==> src/design/psd_pkg.sv <==
// shared constants and types for the point to segment distance block
// no dependencies
package psd_pkg;

   localparam int COORD_BITS_DEF = 32;

   // configuration register indexes
   localparam int CSR_INDEX_BITS = 3;
   localparam logic [CSR_INDEX_BITS-1:0] REG_START_X = 3'd0;
   localparam logic [CSR_INDEX_BITS-1:0] REG_START_Y = 3'd1;
   localparam logic [CSR_INDEX_BITS-1:0] REG_START_Z = 3'd2;
   localparam logic [CSR_INDEX_BITS-1:0] REG_END_X   = 3'd3;
   localparam logic [CSR_INDEX_BITS-1:0] REG_END_Y   = 3'd4;
   localparam logic [CSR_INDEX_BITS-1:0] REG_END_Z   = 3'd5;

   // pipeline control handed to the back-end units
   typedef struct packed {
      logic advance;
      logic valid;
   } ctl_type;

endpackage

==> src/design/psd_sqrt.sv <==
// pipelined integer square root, one root bit per stage
// depends on psd_pkg
module psd_sqrt import psd_pkg::*; #(
   parameter int ROOT_BITS = COORD_BITS_DEF+1
) (
   input  logic                   clock,
   input  logic                   reset,
   input  ctl_type                ctl_in,
   input  logic [2*ROOT_BITS-1:0] radicand,
   output logic                   root_valid,
   output logic [ROOT_BITS-1:0]   root
);

   localparam int R = ROOT_BITS;

   logic [R+1:0]   rem_ff   [R];
   logic [R-1:0]   root_ff  [R];
   logic [2*R-1:0] rad_ff   [R];
   logic [R-1:0]   vld_ff;

   logic [R+1:0]   rem_src  [R];
   logic [R-1:0]   root_src [R];
   logic [2*R-1:0] rad_src  [R];
   logic [R+3:0]   trial    [R];
   logic [R+4:0]   diff     [R];
   logic [R+1:0]   rem_in   [R];
   logic [R-1:0]   root_in  [R];
   logic [2*R-1:0] rad_in   [R];
   logic [R-1:0]   vld_in;

   always_comb begin
      rem_src[0]  = '0;
      root_src[0] = '0;
      rad_src[0]  = radicand;
      for (int k = 1; k < R; k++) begin
         rem_src[k]  = rem_ff[k-1];
         root_src[k] = root_ff[k-1];
         rad_src[k]  = rad_ff[k-1];
      end
      // bring down two radicand bits, try root*4+1
      for (int k = 0; k < R; k++) begin
         trial[k]   = {rem_src[k], rad_src[k][2*R-1:2*R-2]};
         diff[k]    = {1'b0, trial[k]} - {3'b000, root_src[k], 2'b01};
         rem_in[k]  = diff[k][R+4] ? trial[k][R+1:0] : diff[k][R+1:0];
         root_in[k] = {root_src[k][R-2:0], !diff[k][R+4]};
         rad_in[k]  = {rad_src[k][2*R-3:0], 2'b00};
      end
   end

   assign vld_in = {vld_ff[R-2:0], ctl_in.valid};

   always_ff @(posedge clock) begin
      if (reset) begin
         vld_ff <= '0;
      end else if (ctl_in.advance) begin
         vld_ff <= vld_in;
      end
   end

   always_ff @(posedge clock) begin
      if (ctl_in.advance) begin
         for (int k = 0; k < R; k++) begin
            rem_ff[k]  <= rem_in[k];
            root_ff[k] <= root_in[k];
            rad_ff[k]  <= rad_in[k];
         end
      end
   end

   assign root_valid = vld_ff[R-1];
   assign root       = root_ff[R-1];

endmodule

==> config.mk <==
export PLATFORM = sky130hd
export DESIGN_NAME = psd_sqrt
export DESIGN_NICKNAME = d
export VERILOG_FILES = /design/src/design/psd_pkg.sv /design/src/design/psd_sqrt.sv
export SDC_FILE = /design/constraint.sdc
export NUM_CORES = 2
export LEC_CHECK = 0
export ABC_CLOCK_PERIOD_IN_PS = 5090
export BUFFER_PORTS_ARGS = -buffer_cell sky130_fd_sc_hd__buf_2
export CORE_ASPECT_RATIO = 1.5
export CORE_MARGIN = 8
export CORE_UTILIZATION = 30
export DETAILED_ROUTE_END_ITERATION = 7
export PLACE_DENSITY = 0.55
export REMOVE_ABC_BUFFERS = 1
export SYNTH_ARGS = -nofsm -noshare
export SYNTH_HDL_FRONTEND = slang
export SYNTH_MEMORY_MAX_BITS = 65536
export SYNTH_SLANG_ARGS = --single-unit
export TNS_END_PERCENT = 50
==> constraint.sdc <==
create_clock -name clock -period 5.09 [get_ports clock]
set_clock_uncertainty 0.1 [all_clocks]
set_input_delay 1.2725 -clock clock [delete_from_list [all_inputs] [get_ports clock]]
set_output_delay 1.2725 -clock clock [all_outputs]
set_load 0.03 [all_outputs]
==> impl_results.md <==
* Register share of total power at 0.472
* Final instance area at 141000 um^2
* Routability Congestion at 0.910
* Leading area contributor after synthesis: edfxtp_1
* Synth Register Bits at 2709
* Syn avg cell area at 13.1 um^2
* Final critical-path required period at 4.55 ns
* Worst setup path category: flip-flop to flip-flop
* Clk Latency, worst-skew pair at 0.92 ns
* Number of synthesized flops with an enable pin at 2676
* # resized after CTS at 0
* Cell-internal power at 0.0453 W
* Dpl cell area at 132000 um^2
* Clk buf depth at 4
* CTS sink cnt at 2709
* Worst reg-to-reg path cell count at 11
* HP Class: flip-flop to flip-flop
* Initial antenna violation count at 7
* Sequential-to-total area share from yosys stat at 0.653
* WHS Path Cells at 0
* Grt ovf at 0
* Residual DRC at 0
* Flop-to-flop setup slack at 0.54 ns
* Dpl hpwl at 181 mm
* Leak at 53.4 nW
* CP Capture Type: flip-flop
* Min-Delay Endpoint: rad_ff[0][606]
* I/O pin count at 104
* Top Metal Used: met4
* Status: finished, final reports clean
* Reg-to-Reg Start: rem_ff[0][808]
* Die Height at 804 um
* Top cell type's share of synthesized area at 0.648
* WP data required at 5.58 ns
* R2r endpoint: rem_ff[0][868]
* CTS Root Cell: clkbuf_16
* Clk network pwr share at 0.328
* Total of max-cap violations at 0
* Antenna-violating nets left at 0
* CORE AREA at 412000 um^2
* Final hold slack at 0.265 ns
* Crit start category: flip-flop
* DRT met1 WL at 74.1 mm
* Sw power at 0.0177 W
* Die width at 541 um
* Num CTS Buffers at 291
* Power Density at 445 nW/um^2
* Iter 0 DRT Violations at 3045
* Via Count at 71400
* Area growth, synth to finish at 14.0%
* Rel. slew slack at 0.305
* Rows at 289
* Mapped Cells at 9495
* Via/cell ratio at 4.62
* Met3 WL at 7.69 mm
* TritonCTS clock tree: built
* CTS Hold Bufs at 0
* Asr flop ratio synth at 0
* Final Hold Fails at 0
* Mapped Area at 124000 um^2
* Synth warn at 0
* Maximum number of pins on one net before global-route repair at 121
* First-pass GRT wire length at 384 mm
* Post-CTS setup buffer count at 0
* Full die area at 435000 um^2
* Worst-path clk slew at 0.06 ns
* Period utilisation layout at 0.893
* Worst Tran Pin Value at 1.03 ns
* Part of the power in combinational logic at 0.200
* Critical Path AT at 5.03 ns
* GRT Util Overall at 0.109
* CP Max Fanout at 15
* Met2 Wirelength at 145 mm
* F_max at 220 MHz
* RSZ-0062 raised after global routing: no
* Post-Route WL at 245 mm
* H-tree lvl count at 5
* Final setup violation count at 0
* Distinct cells, synth at 104
* Most area-consuming cells after synthesis: edfxtp_1 (65%), ha_1 (5.6%), xor2_1 (3.3%)
* Vias in the first global route at 75400
* Switching part of the total at 0.280
* Hold_sp: rad_ff[0][540]
* Initial DRT Pass Iterations at 6
* Ys flop type: edfxtp_1
* Initial Util at 0.301
* Worst VDD drop at 0.291 mV
* Port bufs at 103
* Max-slew violations at 0
* NumNets Final at 10500
* Share of layout cells above drive strength 1 at 0.0836
* WL/cell at 15.9 um
==> registers in the layout (all words and copies together) (netlist names) <==
register	cells
root_ff	561
rad_ff	1056
rem_ff	1059
vld_ff	33
==> routing by layer <==
| metal | track usage | vias up |
|---|---|---|
| met2 | 0.234 | 1111 |
| li1 | - | 35600 |
| met4 | 0.0726 | 0 |
| met1 | 0.0852 | 33900 |
| met3 | 0.0177 | 758 |
| met5 | 0 | - |
==> how the worst max path moves through the flow <==
stage | start | endpoint | slack [ns] | cells after the start
2_1_floorplan | rem_ff[0][1055] | rem_ff[0][1119] | -0.68 | 11
3_3_place_gp | rem_ff[0][808] | rem_ff[0][868] | 0.55 | 11
3_5_place_dp | rem_ff[0][808] | rem_ff[0][868] | 0.61 | 11
4_1_cts | rem_ff[0][808] | rem_ff[0][868] | 0.54 | 11
5_1_grt | rem_ff[0][808] | rem_ff[0][868] | 0.39 | 11
6_report | rem_ff[0][808] | rem_ff[0][868] | 0.54 | 11
==> Yosys cell counts (all sizes together), types with 43 or more instances <==
| cell type | count |
|---|---|
| nor2 | 682 |
| o31ai | 73 |
| mux2 | 77 |
| nand2b | 106 |
| nand4 | 58 |
| o21ai | 460 |
| nor4 | 105 |
| clkbuf | 166 |
| buf | 60 |
| xor2 | 464 |
| or3 | 104 |
| and3 | 53 |
| o21a | 121 |
| nor2b | 90 |
| inv | 741 |
| or4 | 52 |
| nand2 | 595 |
| a31oi | 53 |
| mux2i | 43 |
| edfxtp | 2676 |
| a21oi | 613 |
| nand3 | 138 |
| xnor2 | 424 |
| nor3 | 230 |
| a21o | 242 |
| ha | 560 |
==> logic make-up (layout without fill, tap and decap cells) <==
kind of cell               after synthesis  count (layout)  synth area share
AOI/OAI and AO/OA                     1884            1884            0.0945
xor gates and xnor gates               888             888            0.0627
adders and majority gates              560             560            0.0565
buffers and inverters                  969            1533            0.0306
DFF                                   2709            2709             0.653
muxes                                  120             120            0.0105
other                                    1               3         0.0000302
and+or+nand+nor                       2364            2364            0.0922
==> power by group through the flow <==
stage	sequential, W	combinational (W)	clock (W)
6_report	0.0297	0.0126	0.0206
5_1_grt	0.0300	0.0140	0.0223
4_1_cts	0.0298	0.0127	0.0215
3_5_place_dp	0.0302	0.0126	0
3_3_place_gp	0.0302	0.0125	0
2_1_floorplan	0.0296	0.00924	0
==> worst max-delay path, stage by stage, from the launching register on <==
cell and delay (ns):
edfxtp_1 0.42, ha_1 0.35, o21ai_0 0.10, a21oi_1 0.18, a31oi_1 0.18, o21ai_0 0.74
a221oi_1 0.32, nor3b_1 0.66, a31oi_4 0.35, or2_2 0.40, o41ai_1 0.31, o21ai_0 0.13
==> area by class of cell <==
class / instances / area (um^2)
fill: 40200 / 271000
sequential: 2709 / 81000
multi-input combinational: 5817 / 39300
clock buffer: 346 / 7590
tap: 5383 / 6740
inverter: 743 / 2790
timing repair buffer: 278 / 2360
clock inverter: 166 / 1620
antenna: 2 / 5.00
==> placed cells by master, fill, tap and decap left out, types with 138 or more instances in the layout <==
master     netlist  routed
xor2_1         464     464
edfxtp_1      2676    2676
inv_1          739     739
ha_1           560     560
nor3_1         227     227
o21ai_0        454     452
a21o_1         242     242
nand2_1        594     594
clkbuf_16        0     296
nor2_1         679     678
a21oi_1        613     613
nand3_1        138     138
xnor2_1        424     424
==> per-stage QoR <==
stage                     cells  setup WS, ns  setup TNS (ns)  utilization  total power (W)
after floorplan            9269        -0.676          -14.63            -           0.0388
after global placement    14900         0.554               0        0.321           0.0426
after detailed placement  14900         0.611               0        0.321           0.0428
after CTS                 15400         0.540               0        0.343           0.0640
after global routing      15400         0.386               0        0.343           0.0663
final                     15400         0.543               0        0.343           0.0630
Note: power is estimated with default switching activity, not from simulation.
